`config.mk`:
```
export PLATFORM = sky130hd
export DESIGN_NAME = armg_cordic_cell
export DESIGN_NICKNAME = d
export VERILOG_FILES = /design/src/design/armg_pkg.sv /design/src/design/armg_cordic_cell.sv
export SDC_FILE = /design/constraint.sdc
export NUM_CORES = 1
export LEC_CHECK = 0
export BUFFER_PORTS_ARGS = -buffer_cell sky130_fd_sc_hd__buf_2
export CAP_MARGIN = 20
export CORE_ASPECT_RATIO = 1.2
export CORE_MARGIN = 4
export CORE_UTILIZATION = 29
export DETAILED_ROUTE_END_ITERATION = 10
export GPL_TIMING_DRIVEN = 0
export MAX_ROUTING_LAYER = met4
export SYNTH_ARGS = -nofsm -noshare
export SYNTH_HDL_FRONTEND = slang
export SYNTH_SLANG_ARGS = --single-unit
```
`constraint.sdc`:
```
create_clock -name clk -period 12.4 [get_ports clk]
set_input_delay 0.62 -clock clk [delete_from_list [all_inputs] [get_ports clk]]
set_output_delay 0.62 -clock clk [all_outputs]
set_load 0.1 [all_outputs]
```
`src/design/armg_pkg.sv`:
```
// Shared constants, types and CORDIC tables for the axis rotation matrix generator.
package armg_pkg;

  // Field widths and arithmetic format
  localparam int ANGLE_BITS    = 16;
  localparam int FRAC_BITS     = 14;
  localparam int CORDIC_STAGES = 16;
  localparam int ELEM_BITS     = FRAC_BITS + 2;
  localparam int INT_FRAC      = 30;
  localparam int CW            = 32;
  localparam int STAGE_W       = 5;
  localparam int ROUND_SH      = INT_FRAC - FRAC_BITS;
  localparam int ROWS          = 4;

  // Axis codes
  localparam logic [1:0] AXIS_X    = 2'd0;
  localparam logic [1:0] AXIS_Y    = 2'd1;
  localparam logic [1:0] AXIS_Z    = 2'd2;
  localparam logic [1:0] AXIS_NONE = 2'd3;

  // Reciprocal of the CORDIC gain in Q.30
  localparam logic signed [CW-1:0] CORDIC_K = 32'sd652032874;
  localparam logic signed [CW-1:0] QUARTER  = 32'sh40000000;
  localparam logic [CW-1:0]        HALF     = 32'h80000000;

  // Rotation angle of each stage, full turn = 2^32
  localparam logic signed [CW-1:0] ATAN_TURN [32] = '{
    32'h20000000, 32'h12E4051E, 32'h09FB385B, 32'h051111D4,
    32'h028B0D43, 32'h0145D7E1, 32'h00A2F61E, 32'h00517C55,
    32'h0028BE53, 32'h00145F2F, 32'h000A2F98, 32'h000517CC,
    32'h00028BE6, 32'h000145F3, 32'h0000A2FA, 32'h0000517D,
    32'h000028BE, 32'h0000145F, 32'h00000A30, 32'h00000518,
    32'h0000028C, 32'h00000146, 32'h000000A3, 32'h00000051,
    32'h00000029, 32'h00000014, 32'h0000000A, 32'h00000005,
    32'h00000003, 32'h00000001, 32'h00000001, 32'h00000000
  };

  // Data carried from cell to cell
  typedef struct packed {
    logic signed [CW-1:0] x;
    logic signed [CW-1:0] y;
    logic signed [CW-1:0] z;
    logic                 flip;
    logic [1:0]           op;
  } cordic_t;

  // Round a Q.30 value to the element format, negate on request, clamp to +/-1.0
  function automatic logic signed [ELEM_BITS-1:0] to_elem(input logic signed [CW-1:0] v,
                                                          input logic neg);
    logic signed [CW+1:0] rnd;
    logic signed [CW+1:0] one;
    logic signed [CW+1:0] r;
    rnd = (CW+2)'((64'd1 << ROUND_SH) >> 1);
    one = (CW+2)'(64'd1 << FRAC_BITS);
    r   = ((CW+2)'(v) + rnd) >>> ROUND_SH;
    if (neg) begin
      r = -r;
    end
    if (r > one) begin
      r = one;
    end
    if (r < -one) begin
      r = -one;
    end
    return r[ELEM_BITS-1:0];
  endfunction

endpackage

```
`src/design/armg_cordic_cell.sv`:
```
// One CORDIC rotation cell of the chain.
module armg_cordic_cell (
  input  logic                          clk,
  input  logic                          rst,
  input  logic [armg_pkg::STAGE_W-1:0]  stage,
  input  logic                          valid_in,
  input  armg_pkg::cordic_t             data_in,
  output logic                          valid_out,
  output armg_pkg::cordic_t             data_out
);
  import armg_pkg::*;

  logic signed [CW-1:0] dx;
  logic signed [CW-1:0] dy;
  logic signed [CW-1:0] da;
  cordic_t              data_next;

  // Rotate toward zero residual angle
  always_comb begin
    dx        = data_in.y >>> stage;
    dy        = data_in.x >>> stage;
    da        = ATAN_TURN[stage];
    data_next = data_in;
    if (!data_in.z[CW-1]) begin
      data_next.x = data_in.x - dx;
      data_next.y = data_in.y + dy;
      data_next.z = data_in.z - da;
    end else begin
      data_next.x = data_in.x + dx;
      data_next.y = data_in.y - dy;
      data_next.z = data_in.z + da;
    end
  end

  // Hand the item to the next cell
  always_ff @(posedge clk) begin
    if (rst) begin
      valid_out <= 1'b0;
    end else begin
      valid_out <= valid_in;
    end
  end

  always_ff @(posedge clk) begin
    data_out <= data_next;
  end

endmodule

```
==> flow_summary.json <==
{
  "synth_top_flop_cell": "dfxtp_1",
  "drt_wl_total_microns": 70000,
  "drt-pass1-iter-count": 7,
  "antenna_left": 0,
  "place_ws_ns": 4.32,
  "criticalPathCategory": "in2reg",
  "finalCritPeriodShare_pct": 63.3,
  "hp-start": "data_in[0]",
  "antenna_found_initial": 0,
  "async_flop_share_pct": 0,
  "hpwl_microns": 56300,
  "crit_buf_inv": 7,
  "netlist_area_sq_mm": 0.0134,
  "dieWidth_microns": 204,
  "required_ns": 12.68,
  "cp-start-kind": "input pin",
  "synth-warning-count": 0,
  "rows": 85,
  "status": "finished, final reports clean",
  "setup_viol": 0,
  "syn-instance-count": 1612,
  "hold_depth": 1,
  "cts_setup_buffers": 0,
  "ys_top_cells_by_area": "dfxtp_1, ha_1, mux4_2",
  "whs_ns": 0.321,
  "yosysUniqueCellTypes": 101,
  "layout_setup_ws_ns": 4.55,
  "final-hold-violation-count": 0,
  "critPathArrivalTime_ns": 8.13,
  "maxCapViolations": 0,
  "cts_resized": 0,
  "die-area_sq_mm": 0.0496,
  "crit_path_top_delay_cell": "clkbuf_1",
  "grt_pass1_vias": 14464,
  "rsz0062_at_grt": "false",
  "cts_max_level": 3,
  "overflow": 0,
  "slew-limit-headroom_pct": 26.8,
  "cp_slowest_stage_delay_ns": 0.86,
  "critPathCaptureType": "flip-flop",
  "core_sq_mm": 0.0452,
  "power_density_mw_per_mm2": 185,
  "final_common_cell": "buf_2",
  "vdd_drop_max_mv": 0.144,
  "root_buffer": "clkbuf_16",
  "wire_per_inst_microns": 28.7,
  "hold_path_end": "data_out[0]$_DFF_P_",
  "synth_area_per_cell_sq_um": 8.29,
  "placed_area_sq_mm": 0.0152,
  "gp_congestion": 1.05,
  "power.total_w": 0.00287,
  "syn2layout_area_growth_pct": 15.8,
  "postCtsHoldBufs": 0,
  "vias": 14458,
  "drv_slew": 0,
  "cts_tree": "built",
  "cts_buffer_depth": 2,
  "grt_max_degree": 17,
  "drive_above_1_share_pct": 20.8,
  "numCtsBuffers": 9,
  "synth.top_cell.area_share_pct": 15.0,
  "first_iter_violations": 1371,
  "die_h_microns": 243,
  "crit_family": "compound AO/OA/AOI/OAI gates",
  "fmax_ghz": 0.127,
  "fin_area_sq_mm": 0.0155,
  "worstMarginPinSlew_ns": 1.10,
  "io_pins": 207,
  "setup_tns_ns": 0,
  "clk_pin_slew_ns": 0.07,
  "initial_core_util_pct": 29.6,
  "period_needed_ns": 7.85,
  "leakagePower_nw": 6.67,
  "holdCritPathClass": "in2reg",
  "crit_top_cell": "a21oi_1",
  "diodes": 0,
  "synth_top_area_cell": "dfxtp_1",
  "worst-path-max-fanout": 13,
  "nets": 2057,
  "grt_use_total_pct": 28.2,
  "synth_edf_count": 0,
  "layout_common_cells": "buf_2, a21oi_1, nand2_1",
  "drc_errors": 0,
  "viasPerCell": 5.92,
  "cts_sinks": 100,
  "ys_seq_area_share_pct": 15.0,
  "ys_ff_latch": 100,
  "grt_pass1_wl_microns": 100000,
  "io_buffers": 205,
  "syn_nets": 1839
}
## per-stage QoR
stage,util (%),cells
floorplan,-,1612
global placement,33.5,2426
detailed placement,33.6,2427
CTS,34.2,2442
global route,34.3,2443
finish,34.3,2443
## sequential cells by signal (all words and copies together), names as in the netlist
signal and flops:
data_out 99, valid_out 1
## Yosys cell counts, drive strengths merged (5+ instances only)
library cell  count
buf              54
nor4              6
ha              117
o221ai            7
a41oi             5
a31o              6
or2              11
a211oi           24
and4              5
nor3             35
a21o             41
o21ai            72
dfxtp           100
nand2           133
xnor2           106
o21a             23
a21oi           159
nand3            22
a211o             8
nor2b            19
nor2            115
and2             18
and3             11
nand2b           19
clkbuf           34
inv              53
a21boi            7
a31oi            39
a221oi            9
a32oi             9
o22ai            11
a22oi            13
o31ai            11
o21bai           16
mux4             58
o211ai           13
mux2             25
xor2             61
mux2i            64
## cell families after synthesis
family | after synthesis | synth area share [%]
muxes | 147 | 16.9
DFF | 100 | 15.0
and+or+nand+nor | 416 | 15.0
buffers and inverters | 142 | 4.91
xor gates and xnor gates | 167 | 10.9
AOI/OAI and AO/OA | 519 | 25.7
adders and majority gates | 121 | 11.5
## worst max path at each step
stage,startpoint,to,cells past startpoint
6_report,stage[1],data_out[34]$_DFF_P_,27
3_3_place_gp,stage[1],data_out[34]$_DFF_P_,27
4_1_cts,stage[1],data_out[34]$_DFF_P_,27
2_1_floorplan,stage[1],data_out[34]$_DFF_P_,26
5_1_grt,stage[1],data_out[34]$_DFF_P_,27
3_5_place_dp,stage[1],data_out[34]$_DFF_P_,27
## cell type report
cell class / instances / area [sq um]
fill: 4791 / 29700
multi-input combinational: 1370 / 10700
sequential: 100 / 2000
timing repair buffer: 207 / 1050
tap: 609 / 762
buffer: 88 / 454
clock buffer: 11 / 243
inverter: 54 / 203
clock inverter: 4 / 56.3
## power breakdown
part	switching [W]	total (W)	internal, W	leakage, nW
Sequential	0.0000302	0.000488	0.000458	0.844
Clock	0.000139	0.000301	0.000162	0.147
Combinational	0.00162	0.00208	0.000460	5.68
## per-layer routing
metal	GRT usage, %	wire [microns]	part of all wire [%]
met1	32.2	27500	39
met2	47.1	33900	48
met3	4.66	4250	6.1
met4	15.4	4390	6.3
met5	-	0	0
No activity file was read; power rests on OpenSTA's default activity.
