[src/design/armg_pkg.sv]
// Shared constants, types and CORDIC tables for the axis rotation matrix generator.
package armg_pkg;

  // Field widths and arithmetic format
  localparam int ANGLE_BITS    = 16;
  localparam int FRAC_BITS     = 14;
  localparam int CORDIC_STAGES = 16;
  localparam int ELEM_BITS     = FRAC_BITS + 2;
  localparam int INT_FRAC      = 30;
  localparam int CW            = 32;
  localparam int STAGE_W       = 5;
  localparam int ROUND_SH      = INT_FRAC - FRAC_BITS;
  localparam int ROWS          = 4;

  // Axis codes
  localparam logic [1:0] AXIS_X    = 2'd0;
  localparam logic [1:0] AXIS_Y    = 2'd1;
  localparam logic [1:0] AXIS_Z    = 2'd2;
  localparam logic [1:0] AXIS_NONE = 2'd3;

  // Reciprocal of the CORDIC gain in Q.30
  localparam logic signed [CW-1:0] CORDIC_K = 32'sd652032874;
  localparam logic signed [CW-1:0] QUARTER  = 32'sh40000000;
  localparam logic [CW-1:0]        HALF     = 32'h80000000;

  // Rotation angle of each stage, full turn = 2^32
  localparam logic signed [CW-1:0] ATAN_TURN [32] = '{
    32'h20000000, 32'h12E4051E, 32'h09FB385B, 32'h051111D4,
    32'h028B0D43, 32'h0145D7E1, 32'h00A2F61E, 32'h00517C55,
    32'h0028BE53, 32'h00145F2F, 32'h000A2F98, 32'h000517CC,
    32'h00028BE6, 32'h000145F3, 32'h0000A2FA, 32'h0000517D,
    32'h000028BE, 32'h0000145F, 32'h00000A30, 32'h00000518,
    32'h0000028C, 32'h00000146, 32'h000000A3, 32'h00000051,
    32'h00000029, 32'h00000014, 32'h0000000A, 32'h00000005,
    32'h00000003, 32'h00000001, 32'h00000001, 32'h00000000
  };

  // Data carried from cell to cell
  typedef struct packed {
    logic signed [CW-1:0] x;
    logic signed [CW-1:0] y;
    logic signed [CW-1:0] z;
    logic                 flip;
    logic [1:0]           op;
  } cordic_t;

  // Round a Q.30 value to the element format, negate on request, clamp to +/-1.0
  function automatic logic signed [ELEM_BITS-1:0] to_elem(input logic signed [CW-1:0] v,
                                                          input logic neg);
    logic signed [CW+1:0] rnd;
    logic signed [CW+1:0] one;
    logic signed [CW+1:0] r;
    rnd = (CW+2)'((64'd1 << ROUND_SH) >> 1);
    one = (CW+2)'(64'd1 << FRAC_BITS);
    r   = ((CW+2)'(v) + rnd) >>> ROUND_SH;
    if (neg) begin
      r = -r;
    end
    if (r > one) begin
      r = one;
    end
    if (r < -one) begin
      r = -one;
    end
    return r[ELEM_BITS-1:0];
  endfunction

endpackage

[src/design/armg_row_emit.sv]
// Row sequencer: turns one sine/cosine pair into four matrix rows.
module armg_row_emit (
  input  logic                                 clk,
  input  logic                                 rst,
  input  logic                                 load,
  input  logic [1:0]                           load_op,
  input  logic signed [armg_pkg::ELEM_BITS-1:0] load_sin,
  input  logic signed [armg_pkg::ELEM_BITS-1:0] load_cos,
  output logic                                 valid,
  output logic [1:0]                           row_index,
  output logic signed [armg_pkg::ELEM_BITS-1:0] elem0,
  output logic signed [armg_pkg::ELEM_BITS-1:0] elem1,
  output logic signed [armg_pkg::ELEM_BITS-1:0] elem2,
  output logic signed [armg_pkg::ELEM_BITS-1:0] elem3,
  output logic                                 last
);
  import armg_pkg::*;

  localparam logic signed [ELEM_BITS-1:0] ONE  = ELEM_BITS'(64'd1 << FRAC_BITS);
  localparam logic signed [ELEM_BITS-1:0] ZERO = '0;

  logic                         active;
  logic [1:0]                   row;
  logic [1:0]                   op_q;
  logic signed [ELEM_BITS-1:0]  s_q;
  logic signed [ELEM_BITS-1:0]  c_q;
  logic signed [ELEM_BITS-1:0]  e_next [4];

  // Build the current row from the identity and the axis pattern
  always_comb begin
    e_next[0] = ZERO;
    e_next[1] = ZERO;
    e_next[2] = ZERO;
    e_next[3] = ZERO;
    e_next[row] = ONE;
    case (op_q)
      AXIS_X: begin
        if (row == 2'd1) begin
          e_next[1] = c_q;
          e_next[2] = -s_q;
        end else if (row == 2'd2) begin
          e_next[1] = s_q;
          e_next[2] = c_q;
        end
      end
      AXIS_Y: begin
        if (row == 2'd0) begin
          e_next[0] = c_q;
          e_next[2] = s_q;
        end else if (row == 2'd2) begin
          e_next[0] = -s_q;
          e_next[2] = c_q;
        end
      end
      default: begin
        if (row == 2'd0) begin
          e_next[0] = c_q;
          e_next[1] = -s_q;
        end else if (row == 2'd1) begin
          e_next[0] = s_q;
          e_next[1] = c_q;
        end
      end
    endcase
  end

  // Advance the row counter, take a new item when it arrives
  always_ff @(posedge clk) begin
    if (rst) begin
      active <= 1'b0;
      row    <= '0;
      valid  <= 1'b0;
    end else begin
      valid <= active;
      if (load) begin
        active <= 1'b1;
        row    <= '0;
      end else if (active) begin
        row <= row + 2'd1;
        if (row == 2'(ROWS - 1)) begin
          active <= 1'b0;
        end
      end
    end
  end

  // Hold item data and register the outgoing row
  always_ff @(posedge clk) begin
    if (load) begin
      op_q <= load_op;
      s_q  <= load_sin;
      c_q  <= load_cos;
    end
    row_index <= row;
    elem0     <= e_next[0];
    elem1     <= e_next[1];
    elem2     <= e_next[2];
    elem3     <= e_next[3];
    last      <= (row == 2'(ROWS - 1));
  end

endmodule

[config.mk]
export PLATFORM = sky130hd
export DESIGN_NAME = armg_row_emit
export DESIGN_NICKNAME = d
export VERILOG_FILES = /design/src/design/armg_pkg.sv /design/src/design/armg_row_emit.sv
export SDC_FILE = /design/constraint.sdc
export NUM_CORES = 1
export LEC_CHECK = 0
export BUFFER_PORTS_ARGS = -buffer_cell sky130_fd_sc_hd__buf_2
export CAP_MARGIN = 30
export CORE_ASPECT_RATIO = 0.75
export CORE_MARGIN = 3
export CORE_UTILIZATION = 48
export CTS_CLUSTER_DIAMETER = 120
export DETAILED_ROUTE_END_ITERATION = 10
export PLACE_DENSITY = 0.72
export RECOVER_POWER = 25
export SLEW_MARGIN = 25
export SYNTH_ARGS = -nofsm -noshare
export SYNTH_HDL_FRONTEND = slang
export SYNTH_SLANG_ARGS = --single-unit
export TNS_END_PERCENT = 5
[constraint.sdc]
create_clock -name clk -period 1.8 [get_ports clk]
set_clock_uncertainty 0.15 [all_clocks]
set_input_delay 0.09 -clock clk [delete_from_list [all_inputs] [get_ports clk]]
set_output_delay 0.09 -clock clk [all_outputs]
set_load 0.005 [all_outputs]
==> results.md, run 1 <==
- Peak VDD IR: 0.732 mV
- R2r setup slk: -0.22 ns
- Max-cap violations: 0
- Port bufs: 89
- Clock Latency Late Sink: 0.35 ns
- Design Area, Final: 5800 um^2
- CTS tree: built
- Clock tree buffer depth: 2
- Setup Fix Bufs, Post-CTS: 0
- Vias: 3789
- H-tree levels: 3
- Yosys cell types: 58
- R2R depth: 4
- ANT nets after route: 0
- Failing checks: setup timing
- Placed wire-length estimate: 7840 um
- Min-Delay Path Class: primary input to register
- Commonest non-fill, non-tap cells in the layout: buf_2, buf_4, dfxtp_1
- GR Util All Layers: 0.246
- Starting Density: 0.504
- Clock sinks: 89
- Switching power: 1.24 mW
- Cell Area, Synth: 4060 um^2
- Most common cell after layout, fill and taps aside: buf_2
- Remaining DRCs: 0
- Pint: 3.72 mW
- Initial DRC count: 244
- Sequential area share after synthesis: 0.523
- Vias/cell: 5.61
- First-pass GRT wire length: 18500 um
- Die Span Y: 85.6 um
- Endpoints failing setup: 26
- Placer Congestion: 0.880
- Crit share post-route: 1.12
- Status: finished, violations left
- Initial antenna violation count: 0
- Part of the power in registers: 0.477
- Post-synth EDFFs: 34
- Critical Path AT: 2.07 ns
- Worst EP required: 1.85 ns
- Synth async-reset ratio: 0
- Post-Synthesis Cells: 401
- Max frequency: 494 MHz
- GR Overflow Total: 0
- Die Area: 9600 um^2
- #FFs+latches synth: 89
- Crit end category: register
- Largest net degree at the start of global routing: 38
- Io pins: 105
- Minimum clock period: 2.02 ns
- Critical-path top delay cell: or4_4
- Crit path max-delay family: simple AND/OR/NAND/NOR gates
- Total routed wirelength: 11600 um
- Clk pwr share: 0.365
- Power Dens Cells: 857 nW/um^2
- Hold Path End: s_q[3]
- Final worst slack: -0.224 ns
- Num CTS Buffers: 9
- Placed cell areas: 4950 um^2
- CP max FO: 18
- Clock transition at path regs: 0.06 ns
- Type of the worst setup path: register to register
- Ys flop type: dfxtp_1
- Nets@finish: 607
- # diodes: 0
- Relative slew slack: 0.352
- DRT Pass-1 Iters: 5
- Combinational power share: 0.159
- Hold path start: load_sin[3]
- Critical register-to-register path startpoint: s_q[5]
- Net Sw Frac: 0.250
- Leakage: 2.41 nW
- Mean post-synth cell area: 10.1 um^2
- Site Rows: 28
- Worst-path cell chain: or4_4, buf_8, nor3_1, o311ai_0
- Pins Over Slew Limit: 0
- RSZ-0062 raised after global routing: yes
- Routed WL per cell: 17.2 um
- Synth warn: 0
- Worst-margin pin slew: 0.972 ns
- Final Hold Violating Endpoints: 0
- Fin Hold WS: 0.299 ns
- Core ar.: 8060 um^2
- Synth-to-Final Area Change: 42.9%
- Worst setup SP type: register
- Clock tree root driver cell: clkbuf_16
- Crit-path max cell delay: 0.62 ns
- Worst path buffer plus inverter count: 1
- Vias in the first global route: 3617
- Hold Path Cell Cnt: 2
- Ratio of cells with drive above 1 in the final layout: 0.389
- Horiz. Die Dim: 112 um
- Reg-to-reg endpoint: elem0[9]
-- cells in the mapped netlist (3+ instances only) --
library cell / number / area share
a221o_1: 4 / 0.0099
nor3_1: 14 / 0.017
a21oi_1: 11 / 0.014
dfxtp_1: 55 / 0.27
a22oi_1: 16 / 0.030
and2_1: 3 / 0.0046
nand4_1: 5 / 0.0077
o21ai_1: 6 / 0.0074
buf_4: 16 / 0.030
nor4_1: 12 / 0.019
clkbuf_1: 25 / 0.023
ha_1: 5 / 0.015
buf_2: 4 / 0.0049
o211ai_2: 3 / 0.0093
nor2b_1: 5 / 0.0077
or3_1: 7 / 0.011
o22ai_1: 4 / 0.0062
nand2_1: 42 / 0.039
o311ai_1: 7 / 0.015
nor2_1: 17 / 0.016
or2_2: 3 / 0.0046
buf_6: 5 / 0.014
o21ai_0: 32 / 0.039
o311ai_0: 10 / 0.022
a22o_1: 4 / 0.0086
inv_1: 9 / 0.0083
edfxtp_1: 34 / 0.25
-- power by group through the flow --
stage | Combinational [mW] | Sequential [mW] | Clock [mW]
floorplan | 0.343 | 2.41 | 0
global placement | 0.654 | 2.40 | 0
detailed placement | 0.672 | 2.40 | 0
CTS | 0.757 | 2.36 | 1.84
global route | 0.856 | 2.38 | 1.95
finish | 0.789 | 2.37 | 1.81
-- worst max-delay path by stage --
stage / from / end / slack, ns / cells past startpoint
after floorplan: s_q[10] / elem1[13] / -0.12 / 5
after global routing: s_q[5] / elem1[9] / -0.28 / 5
after detailed placement: s_q[6] / elem2[9] / -0.28 / 5
after CTS: s_q[4] / elem2[9] / -0.19 / 5
after global placement: s_q[12] / elem2[15] / -0.19 / 4
final: s_q[5] / elem0[9] / -0.22 / 4
-- layout make-up --
type	instances	area (um^2)
well taps	105	131
repair buffers	191	1340
multi-input cells	265	1870
inverters	9	38.8
flip-flops and latches	89	2130
clock buffers	13	272
clock inverters	3	22.5
fillers	590	2260
-- state kept, by name, indices dropped and copies added (netlist names) --
name / count
row: 2
active: 1
row_index: 2
valid: 1
s_q: 16
op_q: 2
c_q: 16
elem2: 16
elem1: 16
elem3: 1
elem0: 16
-- per-stage QoR --
stage | std cells | worst slack, ns | TNS, ns | total power [mW] | utilization
finish | 675 | -0.224 | -2.43 | 4.97 | 0.720
global route | 675 | -0.283 | -4.97 | 5.19 | 0.720
CTS | 675 | -0.186 | -2.34 | 4.96 | 0.709
detailed placement | 624 | -0.283 | -5.46 | 3.07 | 0.614
global placement | 624 | -0.186 | -4.48 | 3.05 | 0.614
floorplan | 415 | -0.125 | -2.69 | 2.75 | -
-- timing repair --
item                                    in CTS  in global routing
hold endpoints to repair                    38                  0
resized for setup                           31                 30
pin swaps                                    7                  4
endpoints found under the setup margin      39                 39
hold buffers                                35                  0
gates cloned                                 0                  0
-- kinds of logic (layout without fill, tap and decap cells) --
group,Yosys count,after routing,share of synthesized area
AND/OR/NAND/NOR,128,128,0.175
AO/OA/AOI/OAI,112,112,0.190
buffers and inverters,61,216,0.0845
multiplexers,1,1,0.00247
XOR/XNOR,4,4,0.00864
flip-flops,89,89,0.523
other,1,15,0.000924
adder cells (fa/ha/maj),5,5,0.0154
-- routing by layer --
| metal | vias to the layer above | share of wire | GRT usage |
|---|---|---|---|
| li1 | 1783 | - | - |
| met5 | - | 0 | 0 |
| met1 | 1769 | 0.43 | 0.327 |
| met4 | 0 | 0.017 | 0.0753 |
| met3 | 20 | 0.086 | 0.0762 |
| met2 | 217 | 0.47 | 0.388 |
No activity file was read; power rests on OpenSTA's default activity.
==> run 2: changes to the inputs <==
--- a/config.mk
+++ b/config.mk
@@ -13,4 +13,5 @@
 export CTS_CLUSTER_DIAMETER = 120
 export DETAILED_ROUTE_END_ITERATION = 10
+export MAX_ROUTING_LAYER = met4
 export PLACE_DENSITY = 0.72
 export RECOVER_POWER = 25
==> constraint.sdc (replaced) <==
create_clock -name clk -period 1.8 [get_ports clk]
set_clock_uncertainty 0.15 [all_clocks]
set_input_delay 0.27 -clock clk [delete_from_list [all_inputs] [get_ports clk]]
set_output_delay 0.27 -clock clk [all_outputs]
set_load 0.005 [all_outputs]
==> results.md, run 2 (synthesis results as in run 1) <==
- Fin Hold WS: 0.370 ns
- Most common cell after layout, fill and taps aside: buf_2
- Final worst slack: -0.228 ns
- Crit share post-route: 1.13
- Worst-margin pin slew: 0.843 ns
- Clock Latency Late Sink: 0.34 ns
- Clock tree buffer depth: 2
- Relative slew slack: 0.438
- Core ar.: 8060 um^2
- DRT Pass-1 Iters: 5
- Status: finished, violations left
- Starting Density: 0.504
- Total routed wirelength: 11500 um
- Clk pwr share: 0.368
- Initial DRC count: 239
- Clock tree root driver cell: clkbuf_16
- Hold path start: c_q[8]
- Io pins: 105
- Vias in the first global route: 3631
- Minimum clock period: 2.03 ns
- Initial antenna violation count: 0
- # diodes: 0
- CP max FO: 4
- CTS tree: built
- RSZ-0062 raised after global routing: yes
- Synth-to-Final Area Change: 40.8%
- Largest net degree at the start of global routing: 27
- Remaining DRCs: 0
- Endpoints failing setup: 35
- Site Rows: 28
- CP startpoint: s_q[10]
- Design Area, Final: 5710 um^2
- Routed WL per cell: 17.1 um
- Placer Congestion: 0.878
- ANT nets after route: 0
- Clock transition at path regs: 0.06 ns
- GR Util All Layers: 0.246
- Layout Cells excl Fill: 672
- Type of the worst setup path: register to register
- Horiz. Die Dim: 112 um
- Placed cells: 620
- GR Overflow Total: 0
- Switching power: 1.25 mW
- Critical register-to-register path startpoint: s_q[10]
- Die Span Y: 85.6 um
- First-pass GRT wire length: 18400 um
- Crit end category: register
- Power Dens Cells: 871 nW/um^2
- Worst EP required: 1.88 ns
- Max frequency: 493 MHz
- Critical Path AT: 2.11 ns
- Placed wire-length estimate: 7720 um
- Commonest non-fill, non-tap cells in the layout: buf_2, dfxtp_1, buf_4
- Max-cap violations: 0
- Num CTS Buffers: 9
- Failing checks: setup timing
- Vias: 3803
- Combinational power share: 0.157
- Peak VDD IR: 0.497 mV
- Pint: 3.73 mW
- Tot Pwr: 4.98 mW
- Ratio of cells with drive above 1 in the final layout: 0.370
- Part of the power in registers: 0.474
- Nets@finish: 604
- Pins Over Slew Limit: 0
- Final Hold Violating Endpoints: 0
- Clock sinks: 89
- Leakage: 2.38 nW
- Placed cell areas: 4920 um^2
- Net Sw Frac: 0.250
- Vias/cell: 5.66
- Min-Delay Path Class: register to register
- Die Area: 9600 um^2
- H-tree levels: 3
- Port bufs: 89
- Worst setup SP type: register
- Post-Route Setup TNS: -3.16 ns
[run 2: area by class of cell]
type | instances | area, um^2
fill | 583 | 2340
timing repair buffer | 188 | 1310
multi-input combinational | 265 | 1820
clock buffer | 9 | 225
sequential | 89 | 2120
clock inverter | 7 | 70.1
inverter | 9 | 33.8
tap | 105 | 131
[run 2: metal layers]
layer  wire (um)  global-route usage  up-vias
met5           0                   -        -
met4         143              0.0764        0
met3         885              0.0529       14
met2        5460               0.385      199
met1        5020               0.324     1808
li1            -                   -     1782
[run 2: metrics by stage]
step,util,setup WS (ns)
2_1_floorplan,-,-0.125
3_3_place_gp,0.610,-0.203
3_5_place_dp,0.610,-0.276
4_1_cts,0.701,-0.172
5_1_grt,0.709,-0.306
6_report,0.709,-0.228
[run 2: final timing paths]
path / end / slack [ns] / cells after the start
setup / recovery: elem0[11] / -0.23 / 5
hold reg to reg: elem0[8] / 0.37 / 2
hold / removal: elem0[8] / 0.37 / 2
setup reg to reg: elem0[11] / -0.23 / 5
[run 2: timing repair]
action,in CTS,in global routing
pin swaps,5,4
gates resized for setup,22,30
hold endpoints to repair,38,0
setup endpoints to repair,39,39
buffers inserted,1,0
hold buffers,35,0
[run 2: power by group through the flow]
stage          sequential (mW)  clock (mW)  combinational [mW]
4_1_cts                   2.36        1.87               0.755
2_1_floorplan             2.41           0               0.343
3_3_place_gp              2.39           0               0.657
3_5_place_dp              2.40           0               0.674
6_report                  2.36        1.83               0.783
5_1_grt                   2.38        1.97               0.852
[run 2: critical path, cell delays in order, from the launching register on]
cell and delay, ns:
edfxtp_1 0.39, or4_4 0.63, buf_4 0.20, nor4_2 0.29
o21ai_0 0.15, o311ai_1 0.12
==> run 3: changes to the inputs <==
REMOVE_ABC_BUFFERS = 1   (was not set)
==> results.md, run 3 (synthesis results as in run 1) <==
- Crit end category: register
- Endpoints failing setup: 30
- Placed cells: 621
- Final core occ: 0.715
- Design Area, Final: 5760 um^2
- Critical Path AT: 2.05 ns
- Leakage: 2.40 nW
- Commonest non-fill, non-tap cells in the layout: buf_2, dfxtp_1, buf_4
- CP max FO: 8
- Vias: 3718
- Die Area: 9600 um^2
- Pint: 3.88 mW
- Net Sw Frac: 0.241
- Total routed wirelength: 10800 um
- Peak VDD IR: 0.821 mV
- Horiz. Die Dim: 112 um
- CTS tree: built
- Site Rows: 28
- Max-cap violations: 0
- Clock tree buffer depth: 2
- Final Hold Violating Endpoints: 0
- Max frequency: 507 MHz
- Clock tree root driver cell: clkbuf_16
- Io pins: 105
- Crit share post-route: 1.09
- Routed WL per cell: 16.1 um
- Starting Density: 0.504
- Die Span Y: 85.6 um
- Layout Cells excl Fill: 674
- Fin Hold WS: 0.357 ns
- Clock Latency Late Sink: 0.34 ns
- GR Overflow Total: 0
- Vias in the first global route: 3545
- Core ar.: 8060 um^2
- Initial antenna violation count: 0
- Clock sinks: 89
- Placed cell areas: 4880 um^2
- Most common cell after layout, fill and taps aside: buf_2
- Clk pwr share: 0.386
- Initial DRC count: 291
- Port bufs: 89
- Failing checks: setup timing
- Status: finished, violations left
- Largest net degree at the start of global routing: 22
- Post-Route Setup TNS: -3.34 ns
- Switching power: 1.23 mW
- Synth-to-Final Area Change: 41.9%
- Part of the power in registers: 0.462
- First-pass GRT wire length: 17500 um
- # diodes: 0
- ANT nets after route: 0
- Worst setup SP type: register
- Nets@finish: 606
- Pins Over Slew Limit: 0
- Combinational power share: 0.152
- Power Dens Cells: 886 nW/um^2
- Worst-margin pin slew: 1.09 ns
- Num CTS Buffers: 9
- Type of the worst setup path: register to register
- Ratio of cells with drive above 1 in the final layout: 0.374
- Placed wire-length estimate: 7630 um
- Min-Delay Path Class: register to register
- Place WS: -0.237 ns
- GR Util All Layers: 0.235
- Worst EP required: 1.88 ns
- DRT Pass-1 Iters: 5
- Vias/cell: 5.52
- RSZ-0062 raised after global routing: yes
- Clock transition at path regs: 0.06 ns
- Minimum clock period: 1.97 ns
- Placer Congestion: 0.868
- Remaining DRCs: 0
- Relative slew slack: 0.275
- Tot Pwr: 5.11 mW
- R2r setup slk: -0.17 ns
- H-tree levels: 3
- Final worst slack: -0.171 ns
run 3: path summary, 6_finish.rpt:
check / endpoint / start / depth (start not counted)
setup / recovery: elem0[9] / s_q[3] / 5
hold / removal: row_index[1] / row[1] / 1
setup reg to reg: elem0[9] / s_q[3] / 5
hold reg to reg: row_index[1] / row[1] / 1
run 3: routing by layer:
metal	share of wire	track usage	vias to the layer above	wire length [um]
li1	-	-	1790	-
met1	0.46	0.310	1765	4950
met2	0.46	0.356	148	4990
met3	0.067	0.0571	15	723
met4	0.015	0.0852	0	159
met5	0	-	-	0
run 3: power groups by stage:
stage | logic, mW | clock network, mW | registers (mW)
finish | 0.778 | 1.97 | 2.36
global route | 0.848 | 2.09 | 2.38
CTS | 0.744 | 2.00 | 2.36
global placement | 0.651 | 0 | 2.40
floorplan | 0.246 | 0 | 2.44
detailed placement | 0.665 | 0 | 2.40
run 3: critical path: stages (launching register included):
cell and delay (ns):
edfxtp_1 0.40, or4_4 0.67, buf_6 0.19, nor4_2 0.25, o21ai_1 0.09, o311ai_1 0.10
run 3: area by class of cell:
class / count / area [um^2]
flip-flops and latches: 89 / 2120
clock inverters: 7 / 95.1
fillers: 568 / 2300
inverters: 9 / 33.8
well taps: 105 / 131
clock buffers: 9 / 225
repair buffers: 190 / 1350
multi-input cells: 265 / 1800
run 3: timing repair:
| action | in CTS | in global routing |
|---|---|---|
| resized for setup | 23 | 34 |
| pin swaps | 8 | 7 |
| hold buffers | 35 | 0 |
| endpoints found under the setup margin | 39 | 44 |
| hold endpoints to repair | 38 | 0 |
| setup buffers | 1 | 1 |
